[src/hw/rtl/tlsg_pkg.sv]
// Package for the teleop lease safety gate: item kinds, register indexes,
// reset values and joint types. No dependencies.
package tlsg_pkg;

  localparam int unsigned JointCount = 6;
  localparam int unsigned PosW       = 16;
  localparam int unsigned TimeoutW   = 16;
  localparam int unsigned LeaseW     = 11;
  localparam int unsigned LimitW     = 48;
  localparam int unsigned CfgIdxW    = 3;
  localparam int unsigned CfgDataW   = 48;
  localparam int unsigned PerReg     = 3;

  typedef logic signed [PosW-1:0] joint_t;

  typedef enum logic [1:0] {
    REQ_SAMPLE  = 2'd0,
    REQ_ENABLE  = 2'd1,
    REQ_TICK    = 2'd2,
    REQ_PUBLISH = 2'd3
  } req_type_e;

  localparam logic [CfgIdxW-1:0] CFG_TIMEOUT = 3'd0;
  localparam logic [CfgIdxW-1:0] CFG_LEASE   = 3'd1;
  localparam logic [CfgIdxW-1:0] CFG_LOWER_A = 3'd2;
  localparam logic [CfgIdxW-1:0] CFG_LOWER_B = 3'd3;
  localparam logic [CfgIdxW-1:0] CFG_UPPER_A = 3'd4;
  localparam logic [CfgIdxW-1:0] CFG_UPPER_B = 3'd5;

  localparam logic [TimeoutW-1:0] RST_TIMEOUT = 16'd500;
  localparam logic [LeaseW-1:0]   RST_LEASE   = 11'd1000;
  localparam logic [LimitW-1:0]   RST_LOWER_A = 48'd252453506965299;
  localparam logic [LimitW-1:0]   RST_LOWER_B = 48'd883933832192;
  localparam logic [LimitW-1:0]   RST_UPPER_A = 48'd24627798810829;
  localparam logic [LimitW-1:0]   RST_UPPER_B = 48'd29026218482688;

  localparam logic [TimeoutW-1:0] AGE_MAX = '1;

  localparam logic REPLY_ENABLE  = 1'b0;
  localparam logic REPLY_COMMAND = 1'b1;

endpackage

[src/hw/rtl/teleop_lease_safety_gate_core.sv]
// Teleop lease safety gate: limit check, lease and staleness tracking,
// publish gating. Depends on tlsg_pkg.
//
// Channel  Dir  Handshake               Payload
// in       in   in_valid_i/in_ready_o   req_type_i, enable_wanted_i, joint_in_0..5_i
// out      out  out_valid_o/out_ready_i reply_kind_o, granted_o, lease_active_o,
//                                       joint_out_0..5_o
// cfg      in   cfg_valid_i/cfg_ready_o cfg_index_i, cfg_data_i
//
// One item per cycle unless a result waits on a held output register: an input
// register feeds one pass of compare and counter logic, whose result lands in the output register.
// Items with no result never wait on the output side; an item with a result
// waits in the input register only while the output register is held.
// Reset is asynchronous, active low; the cfg port is always ready.
module teleop_lease_safety_gate_core (
  input  logic                                   clk_i,
  input  logic                                   rst_ni,
  input  logic                                   in_valid_i,
  output logic                                   in_ready_o,
  input  logic [1:0]                             req_type_i,
  input  logic                                   enable_wanted_i,
  input  logic signed [15:0]                     joint_in_0_i,
  input  logic signed [15:0]                     joint_in_1_i,
  input  logic signed [15:0]                     joint_in_2_i,
  input  logic signed [15:0]                     joint_in_3_i,
  input  logic signed [15:0]                     joint_in_4_i,
  input  logic signed [15:0]                     joint_in_5_i,
  output logic                                   out_valid_o,
  input  logic                                   out_ready_i,
  output logic                                   reply_kind_o,
  output logic                                   granted_o,
  output logic                                   lease_active_o,
  output logic signed [15:0]                     joint_out_0_o,
  output logic signed [15:0]                     joint_out_1_o,
  output logic signed [15:0]                     joint_out_2_o,
  output logic signed [15:0]                     joint_out_3_o,
  output logic signed [15:0]                     joint_out_4_o,
  output logic signed [15:0]                     joint_out_5_o,
  input  logic                                   cfg_valid_i,
  output logic                                   cfg_ready_o,
  input  logic [tlsg_pkg::CfgIdxW-1:0]           cfg_index_i,
  input  logic [tlsg_pkg::CfgDataW-1:0]          cfg_data_i
);
  import tlsg_pkg::*;

  // configuration
  logic [TimeoutW-1:0] timeout_q;
  logic [LeaseW-1:0]   lease_len_q;
  logic [LimitW-1:0]   lo_a_q, lo_b_q, hi_a_q, hi_b_q;

  // input stage
  logic      in_vld_q;
  req_type_e in_type_q;
  logic      in_want_q;
  joint_t    in_joint_q [JointCount];
  joint_t    in_joint   [JointCount];

  // gate state
  joint_t              pos_q [JointCount];
  logic                complete_q, complete_d;
  logic [TimeoutW-1:0] age_q, age_d;
  logic                enabled_q, enabled_d;
  logic [LeaseW-1:0]   lease_q, lease_d;

  // output stage
  logic   out_vld_q;
  logic   out_kind_q, out_granted_q, out_active_q;
  joint_t out_joint_q [JointCount];

  logic   data_fresh, lease_fresh, in_range, has_result, out_free, proc;
  logic   latch, ok;
  joint_t lo [JointCount];
  joint_t hi [JointCount];

  assign in_joint[0] = joint_in_0_i;
  assign in_joint[1] = joint_in_1_i;
  assign in_joint[2] = joint_in_2_i;
  assign in_joint[3] = joint_in_3_i;
  assign in_joint[4] = joint_in_4_i;
  assign in_joint[5] = joint_in_5_i;

  assign cfg_ready_o = 1'b1;

  always_ff @(posedge clk_i or negedge rst_ni) begin
    if (!rst_ni) begin
      timeout_q   <= RST_TIMEOUT;
      lease_len_q <= RST_LEASE;
      lo_a_q      <= RST_LOWER_A;
      lo_b_q      <= RST_LOWER_B;
      hi_a_q      <= RST_UPPER_A;
      hi_b_q      <= RST_UPPER_B;
    end else if (cfg_valid_i) begin
      unique case (cfg_index_i)
        CFG_TIMEOUT: timeout_q   <= cfg_data_i[TimeoutW-1:0];
        CFG_LEASE:   lease_len_q <= cfg_data_i[LeaseW-1:0];
        CFG_LOWER_A: lo_a_q      <= cfg_data_i[LimitW-1:0];
        CFG_LOWER_B: lo_b_q      <= cfg_data_i[LimitW-1:0];
        CFG_UPPER_A: hi_a_q      <= cfg_data_i[LimitW-1:0];
        CFG_UPPER_B: hi_b_q      <= cfg_data_i[LimitW-1:0];
        default: ;
      endcase
    end
  end

  always_comb begin
    for (int j = 0; j < PerReg; j++) begin
      lo[j]          = lo_a_q[PosW*j +: PosW];
      lo[j + PerReg] = lo_b_q[PosW*j +: PosW];
      hi[j]          = hi_a_q[PosW*j +: PosW];
      hi[j + PerReg] = hi_b_q[PosW*j +: PosW];
    end
  end

  always_comb begin
    in_range = 1'b1;
    for (int j = 0; j < JointCount; j++) begin
      if (in_joint_q[j] < lo[j] || in_joint_q[j] > hi[j]) begin
        in_range = 1'b0;
      end
    end
  end

  assign data_fresh  = complete_q && (age_q <= timeout_q);
  assign lease_fresh = enabled_q && (lease_q != '0);

  always_comb begin
    unique case (in_type_q)
      REQ_ENABLE:  has_result = 1'b1;
      REQ_PUBLISH: has_result = lease_fresh && data_fresh;
      REQ_SAMPLE,
      REQ_TICK:    has_result = 1'b0;
    endcase
  end

  assign out_free   = !out_vld_q || out_ready_i;
  assign proc       = in_vld_q && (!has_result || out_free);
  assign in_ready_o = !in_vld_q || proc;

  always_ff @(posedge clk_i or negedge rst_ni) begin
    if (!rst_ni) begin
      in_vld_q <= 1'b0;
    end else if (in_valid_i && in_ready_o) begin
      in_vld_q <= 1'b1;
    end else if (proc) begin
      in_vld_q <= 1'b0;
    end
  end

  always_ff @(posedge clk_i) begin
    if (in_valid_i && in_ready_o) begin
      in_type_q  <= req_type_e'(req_type_i);
      in_want_q  <= enable_wanted_i;
      in_joint_q <= in_joint;
    end
  end

  always_comb begin
    complete_d = complete_q;
    age_d      = age_q;
    enabled_d  = enabled_q;
    lease_d    = lease_q;
    latch      = 1'b0;
    ok         = 1'b0;
    if (proc) begin
      unique case (in_type_q)
        REQ_SAMPLE: begin
          if (in_range) begin
            latch      = 1'b1;
            complete_d = 1'b1;
            age_d      = '0;
          end
        end
        REQ_ENABLE: begin
          priority if (in_want_q && !data_fresh) begin
            enabled_d = 1'b0;
          end else if (in_want_q) begin
            enabled_d = 1'b1;
            lease_d   = lease_len_q;
            ok        = 1'b1;
          end else begin
            enabled_d = 1'b0;
            lease_d   = '0;
            ok        = 1'b1;
          end
        end
        REQ_TICK: begin
          if (age_q != AGE_MAX) age_d = age_q + 1'b1;
          if (lease_q != '0)    lease_d = lease_q - 1'b1;
        end
        REQ_PUBLISH: begin
          if (!has_result) begin
            enabled_d = 1'b0;
            lease_d   = '0;
          end
        end
      endcase
    end
  end

  always_ff @(posedge clk_i or negedge rst_ni) begin
    if (!rst_ni) begin
      complete_q <= 1'b0;
      age_q      <= AGE_MAX;
      enabled_q  <= 1'b0;
      lease_q    <= '0;
      for (int j = 0; j < JointCount; j++) pos_q[j] <= '0;
    end else begin
      complete_q <= complete_d;
      age_q      <= age_d;
      enabled_q  <= enabled_d;
      lease_q    <= lease_d;
      if (latch) pos_q <= in_joint_q;
    end
  end

  always_ff @(posedge clk_i or negedge rst_ni) begin
    if (!rst_ni) begin
      out_vld_q <= 1'b0;
    end else if (proc && has_result) begin
      out_vld_q <= 1'b1;
    end else if (out_ready_i) begin
      out_vld_q <= 1'b0;
    end
  end

  always_ff @(posedge clk_i) begin
    if (proc && has_result) begin
      if (in_type_q == REQ_ENABLE) begin
        out_kind_q    <= REPLY_ENABLE;
        out_granted_q <= ok;
        out_active_q  <= enabled_d;
        for (int j = 0; j < JointCount; j++) out_joint_q[j] <= '0;
      end else begin
        out_kind_q    <= REPLY_COMMAND;
        out_granted_q <= 1'b0;
        out_active_q  <= 1'b1;
        out_joint_q   <= pos_q;
      end
    end
  end

  assign out_valid_o    = out_vld_q;
  assign reply_kind_o   = out_kind_q;
  assign granted_o      = out_granted_q;
  assign lease_active_o = out_active_q;
  assign joint_out_0_o  = out_joint_q[0];
  assign joint_out_1_o  = out_joint_q[1];
  assign joint_out_2_o  = out_joint_q[2];
  assign joint_out_3_o  = out_joint_q[3];
  assign joint_out_4_o  = out_joint_q[4];
  assign joint_out_5_o  = out_joint_q[5];

  a_cmd_fields: assert property (@(posedge clk_i) disable iff (!rst_ni)
    out_vld_q && out_kind_q == REPLY_COMMAND |-> out_active_q && !out_granted_q)
    else $error("joint command without active lease");

  a_refused_off: assert property (@(posedge clk_i) disable iff (!rst_ni)
    out_vld_q && out_kind_q == REPLY_ENABLE && !out_granted_q |-> !out_active_q)
    else $error("refused grant left lease active");

  a_latch_age: assert property (@(posedge clk_i) disable iff (!rst_ni)
    latch |=> complete_q && age_q == '0)
    else $error("latched sample did not reset age");

  a_no_overwrite: assert property (@(posedge clk_i) disable iff (!rst_ni)
    out_vld_q && !out_ready_i |-> !(proc && has_result))
    else $error("result overwrote a pending output");

endmodule

[config.mk]
export PLATFORM = sky130hd
export DESIGN_NAME = teleop_lease_safety_gate_core
export DESIGN_NICKNAME = d
export VERILOG_FILES = /design/src/hw/rtl/tlsg_pkg.sv /design/src/hw/rtl/teleop_lease_safety_gate_core.sv
export SDC_FILE = /design/constraint.sdc
export NUM_CORES = 1
export LEC_CHECK = 0
export BUFFER_PORTS_ARGS = -buffer_cell sky130_fd_sc_hd__buf_2
export CORE_ASPECT_RATIO = 0.5
export CORE_UTILIZATION = 35
export DETAILED_ROUTE_END_ITERATION = 8
export PLACE_DENSITY_LB_ADDON = 0.25
export SLEW_MARGIN = 20
export SYNTH_ARGS = -nofsm -noshare
export SYNTH_HDL_FRONTEND = slang
export SYNTH_SLANG_ARGS = --single-unit
[constraint.sdc]
create_clock -name clk_i -period 7.6 [get_ports clk_i]
set_input_delay 0.76 -clock clk_i [delete_from_list [all_inputs] [get_ports clk_i]]
set_output_delay 0.76 -clock clk_i [all_outputs]
set_load 0.05 [all_outputs]
**Word-level counts from Yosys, hierarchy flattened**

Index checks and enable logic that the tools add are counted.

- Register bits after elaboration: 544
- Input port bits: 155
- Output and inout bits: 102
- Logic and storage cells: 131

- $add $sub $neg: 2
- Magnitude comparators: 13
- Eq/ne operators: 14
- Muxes and demuxes: 29
- Reductions and logical operators: 38

Operator list:

| operator | number |
|---|---|
| $gt A16 B16 Y1 | 6 |
| $lt A16 B16 Y1 | 6 |
| $mux W11 | 4 |
| $pmux W11 S3 | 1 |
| $mux W16 | 2 |
| $pmux W16 S2 | 1 |
| $mux W1 | 19 |
| $add A16 B1 Y16 const B | 1 |
| $le A16 B16 Y1 | 1 |
| $ne A16 B16 Y1 const B | 1 |
| $reduce_and A2 Y1 | 7 |
| $reduce_bool A11 Y1 | 1 |
| $sub A11 B1 Y11 const B | 1 |
| $ne A2 B2 Y1 const B | 5 |
| $logic_or A1 B1 Y1 | 9 |
| $logic_and A1 B1 Y1 | 7 |
| $eq A3 B2 Y1 const B | 2 |
| $eq A3 B3 Y1 const B | 2 |
| $reduce_bool A2 Y1 | 3 |
| $reduce_and A5 Y1 | 1 |
| $eq A2 B2 Y1 const B | 2 |
| $logic_not A1 Y1 | 4 |
| $reduce_and A4 Y1 | 1 |
| $eq A3 B1 Y1 const B | 1 |
| 8 further kinds | 8 |

**Longest topological paths before layout**

- Word-level depth: 11
- Gate-level depth with buffers: 13
- Depth with buffers taken out: 11

**Worst setup path before layout**

No wires, ideal clock.

- Path kind: flip-flop to flip-flop
- Start: reg timeout_q[5]
- End: reg out_granted_q (netlist: granted_o), enable pin
- Library setup time: 470 ps
- Arrival time: 4,608 ps
- Data required time: 7,130 ps
- Setup slack: 2,522 ps
- Cell stages (with the launch flop): 11
- Path buffers: 0
- Clock period less this slack: 5,078 ps
- Cells stage by stage: dfstp_2 inv_1 ha_1 a21o_1 a21o_1 a21oi_1 o22ai_1 a2111oi_0 nor2b_1 o31ai_1 and3_1

- Longest elaborated chain between the ends: 8

RTL lines:

| element | RTL line | text |
|---|---|---|
| start, declared | teleop_lease_safety_gate_core.sv:47 | `logic [TimeoutW-1:0] timeout_q;` |
| start signal, assigned | teleop_lease_safety_gate_core.sv:94 | `CFG_TIMEOUT: timeout_q <= cfg_data_i[TimeoutW-1:0];` |
| $le A16 B16 Y1 (*) | teleop_lease_safety_gate_core.sv:123 | `assign data_fresh = complete_q && (age_q <= timeout_q);` |
| $logic_and A1 B1 Y1 (*) | teleop_lease_safety_gate_core.sv:123 |  |
| $logic_and A1 B1 Y1 (*) | teleop_lease_safety_gate_core.sv:129 | `REQ_PUBLISH: has_result = lease_fresh && data_fresh;` |
| $pmux W1 S3 (*) | teleop_lease_safety_gate_core.sv:127 | `unique case (in_type_q)` |
| $logic_not A1 Y1 | - |  |
| $logic_or A1 B1 Y1 | teleop_lease_safety_gate_core.sv:136 | `assign proc = in_vld_q && (!has_result \|\| out_free);` |
| $logic_and A1 B1 Y1 | teleop_lease_safety_gate_core.sv:136 |  |
| $logic_and A1 B1 Y1 (*) | teleop_lease_safety_gate_core.sv:227 | `if (proc && has_result) begin` |
| end signal, assigned | teleop_lease_safety_gate_core.sv:230 | `out_granted_q <= ok;` |
| end, declared | teleop_lease_safety_gate_core.sv:67 | `logic out_kind_q, out_granted_q, out_active_q;` |

Every way passes the cells marked *; elsewhere a longest branch is shown, timed or not.
A chain may end at the register's enable or synchronous reset.

**Worst setup path in the final report**

- Start: reg timeout_q[5]
- End: reg out_joint_q, in the netlist joint_out_5_o[13], enable pin

- Longest elaborated chain between the ends: 8

RTL lines:

| element | RTL line | text |
|---|---|---|
| $le A16 B16 Y1 (*) | teleop_lease_safety_gate_core.sv:123 |  |
| $logic_and A1 B1 Y1 (*) | teleop_lease_safety_gate_core.sv:123 |  |
| $logic_and A1 B1 Y1 (*) | teleop_lease_safety_gate_core.sv:129 |  |
| $pmux W1 S3 (*) | teleop_lease_safety_gate_core.sv:127 |  |
| $logic_not A1 Y1 | - |  |
| $logic_or A1 B1 Y1 | teleop_lease_safety_gate_core.sv:136 |  |
| $logic_and A1 B1 Y1 | teleop_lease_safety_gate_core.sv:136 |  |
| $logic_and A1 B1 Y1 (*) | teleop_lease_safety_gate_core.sv:227 |  |
| end signal, assigned | teleop_lease_safety_gate_core.sv:237 | `out_joint_q <= pos_q;` |
| end, declared | teleop_lease_safety_gate_core.sv:68 | `joint_t out_joint_q [JointCount];` |

Marks and branches as above.

==> out/qor.yml <==
hold_path.class: "input pin to asynchronous set/reset pin"
route.met3.wl_mm: 2.54
core_area_um2: 71600
yosysWarnings: 0
p_clk_share_pct: 36.4
syn_area_per_cell_um2: 12.5
cts_setup_buffers: 0
layout.nets: 2665
cp_slowest_cell: "and3_4"
areaGrowthSynthToFinish_pct: 16.5
start_kind: "register"
seqPwrFrac_pct: 47.1
grt_pass1_wl_mm: 95.0
gp_congestion: 0.846
track_usage_pct: 16.8
cts.sinks: 544
cp-end-kind: "register"
dp_hpwl_mm: 43.8
max_stage_delay_ns: 0.83
die_x_um: 384
critical_path_buf_inv_count: 2
wl_mm: 61.8
max_freq_mhz: 221
power_w: 0.00769
ys_seq_area_share_pct: 57.8
die-area_um2: 74000
tns_ns: 0
synth-seq-cells: 544
numCtsBuffers: 54
io_pins: 257
drv_slew: 0
wl_met1_mm: 28.4
yosysTopAreaCell: "edfxtp_1"
drc: 10
drtIter0Drc: 857
synthCells: 2048
drive_gt1_share_pct: 29.4
fin_crit_sh_pct: 59.6
fillers: 6690
grt_antenna_before_repair: 4
multi_input_area_um2: 9640
clk_latency_ns: 0.60
cp_common_cell: "a21o_1"
path_cells: "inv_1, ha_1, a21o_1, a21o_1, a21oi_1, o22ai_1, a2111oi_0, nor2b_1, o31ai_1, and3_4, buf_4"
finalSetupViolations: 0
syn-cell-area_um2: 25500
p_switching_w: 0.00206
crit_family: "compound AO/OA/AOI/OAI gates"
violations: "design-rule violations"
crit_type: "register to register"
synthArstFlopShare_pct: 63.6
worstMarginPinSlew_ns: 1.06
fin_crit_ns: 4.53
root_buffer: "clkbuf_16"
rsz0062_at_grt: "no"
grt_pass1_vias: 15794
clockBufferDepth: 3
htree_levels: 2
yosys.area.top_type_share_pct: 23.3
arrival_ns: 4.74
final-seq-area_um2: 14700
synth.area.top_cells: "edfxtp_1 (23%), dfrtp_1 (23%), dfstp_2 (12%)"
synth-main-ff-cell: "dfrtp_1"
synth_nets: 2407
grt_max_degree: 149
p_sw_share_pct: 26.8
ir_drop_mv: 0.166
clk_pin_slew_ns: 0.06
relSlewSlack_pct: 29.5
vias: 15930
crit_required_ns: 7.81
power.density_nw_per_um2: 259
cap_viol_max_count: 0
avgViaCountPerCell: 4.81
start_util_pct: 35.6
finalClockSkew_ns: 0.0289
routed-wl-met2_mm: 29.7
grt-ovfl-total: 0
ant_nets: 0
die_height_um: 193
ys_types: 63
power_leakage_nw: 13.5
internal_power_w: 0.00563
rows: 69
portBuffers: 255
synth-edff-count: 198
cts.repair.resized: 0
outcome: "finished with violations"
cp_max_fo: 55
first_pass_iters: 7
cts_tree: "yes"
wl_per_cell_um: 18.7
hold_viol_final: 0
route.top_layer_used: "met5"
power_frac_comb_pct: 16.5
ctsHoldBuffers: 0
-- area by class of cell --
| type | count | share of cell area [%] |
|---|---|---|
| Multi-Input combinational cell | 1214 | 32.5 |
| Clock buffer | 76 | 5.18 |
| Clock inverter | 26 | 1.04 |
| Sequential cell | 544 | 49.7 |
| Timing Repair Buffer | 270 | 4.79 |
| Antenna cell | 2 | 0.0169 |
| Inverter | 222 | 2.81 |
| Tap cell | 958 | 4.04 |
-- registers in the layout (all words and copies together), names as in the netlist, 2 cells and up --
signal / flops
timeout_q: 16
joint_out_5_o: 16
joint_out_1_o: 16
lease_q: 11
lease_len_q: 11
age_q: 16
joint_out_0_o: 16
pos_q: 96
hi_b_q: 48
hi_a_q: 48
joint_out_2_o: 16
in_type_q: 2
joint_out_3_o: 16
lo_b_q: 48
joint_out_4_o: 16
lo_a_q: 48
in_joint_q: 96
-- cell usage after synthesis, types with 31 or more instances --
| master | instances |
|---|---|
| dfrtp_1 | 232 |
| inv_1 | 222 |
| ha_1 | 204 |
| edfxtp_1 | 198 |
| nand2_1 | 168 |
| o21ai_0 | 166 |
| mux2_2 | 124 |
| dfstp_2 | 114 |
| and2_1 | 98 |
| mux2_4 | 81 |
| a21oi_1 | 67 |
| clkbuf_1 | 48 |
| nor2_1 | 34 |
| nand3_1 | 31 |
-- worst reg2reg max path, cell delays in order (launching register included) --
cell and delay, ns:
dfstp_2 0.51, inv_1 0.05, ha_1 0.30, a21o_1 0.18, a21o_1 0.18, a21oi_1 0.14, o22ai_1 0.08, a2111oi_0 0.59
nor2b_1 0.19, o31ai_1 0.37, and3_4 0.83, buf_4 0.71
-- layout by cell type (no fill, tap or decap), drive strengths merged, types with 31 or more instances in the layout --
| master | n |
|---|---|
| buf | 270 |
| dfrtp | 232 |
| inv | 222 |
| mux2 | 205 |
| ha | 204 |
| edfxtp | 198 |
| nand2 | 169 |
| o21ai | 166 |
| dfstp | 114 |
| and2 | 98 |
| clkbuf | 76 |
| a21oi | 67 |
| nor2 | 35 |
| nand3 | 31 |
-- metrics by stage --
| step | cells | setup WS (ns) | utilization, % | cell area, um^2 | hold slack [ns] |
|---|---|---|---|---|---|
| 2_1_floorplan | 2048 | 2.52 | - | 25500 | 0.441 |
| 3_3_place_gp | 3208 | 3.01 | 38.9 | 27800 | 0.462 |
| 3_5_place_dp | 3208 | 3.01 | 38.9 | 27800 | 0.466 |
| 4_1_cts | 3310 | 2.98 | 41.5 | 29700 | 0.216 |
| 5_1_grt | 3310 | 2.74 | 41.5 | 29700 | 0.241 |
| 6_report | 3312 | 3.07 | 41.5 | 29700 | 0.208 |
-- final timing paths --
check,startpoint,endpoint,slack (ns),cells after the start
worst max-delay path,timeout_q[5],joint_out_5_o[13],3.07,11
worst min-delay path,rst_ni,pos_q[10],0.21,1
worst max register to register,timeout_q[5],joint_out_5_o[13],3.07,11
worst min register to register,pos_q[32],pos_q[32],0.48,2
max in group asynchronous,rst_ni,hi_a_q[22],6.03,2
min in group clk_i,joint_in_4_i[2],in_joint_q[18],0.33,1
-- power by group through the flow --
| stage | Combinational, W | Sequential [W] | Clock, W |
|---|---|---|---|
| after global routing | 0.00145 | 0.00366 | 0.00300 |
| after floorplan | 0.000839 | 0.00367 | 0 |
| after detailed placement | 0.00127 | 0.00368 | 0 |
| final | 0.00127 | 0.00362 | 0.00280 |
| after global placement | 0.00124 | 0.00367 | 0 |
| after CTS | 0.00128 | 0.00362 | 0.00288 |
-- cells by family after synthesis --
group,count (synthesis),share of synthesized area (%)
AO/OA/AOI/OAI,347,8.03
adder cells (fa/ha/maj),204,10.0
buffers and inverters,290,4.59
flip-flops,544,57.8
multiplexers,212,10.5
other,1,0.0147
AND/OR/NAND/NOR,450,9.01
-- per-layer routing --
metal	GRT usage [%]	up-vias
li1	-	7736
met1	23.1	7845
met2	28.0	273
met3	2.43	74
met4	4.15	2
met5	0	-
No activity file was read; power rests on OpenSTA's default activity.
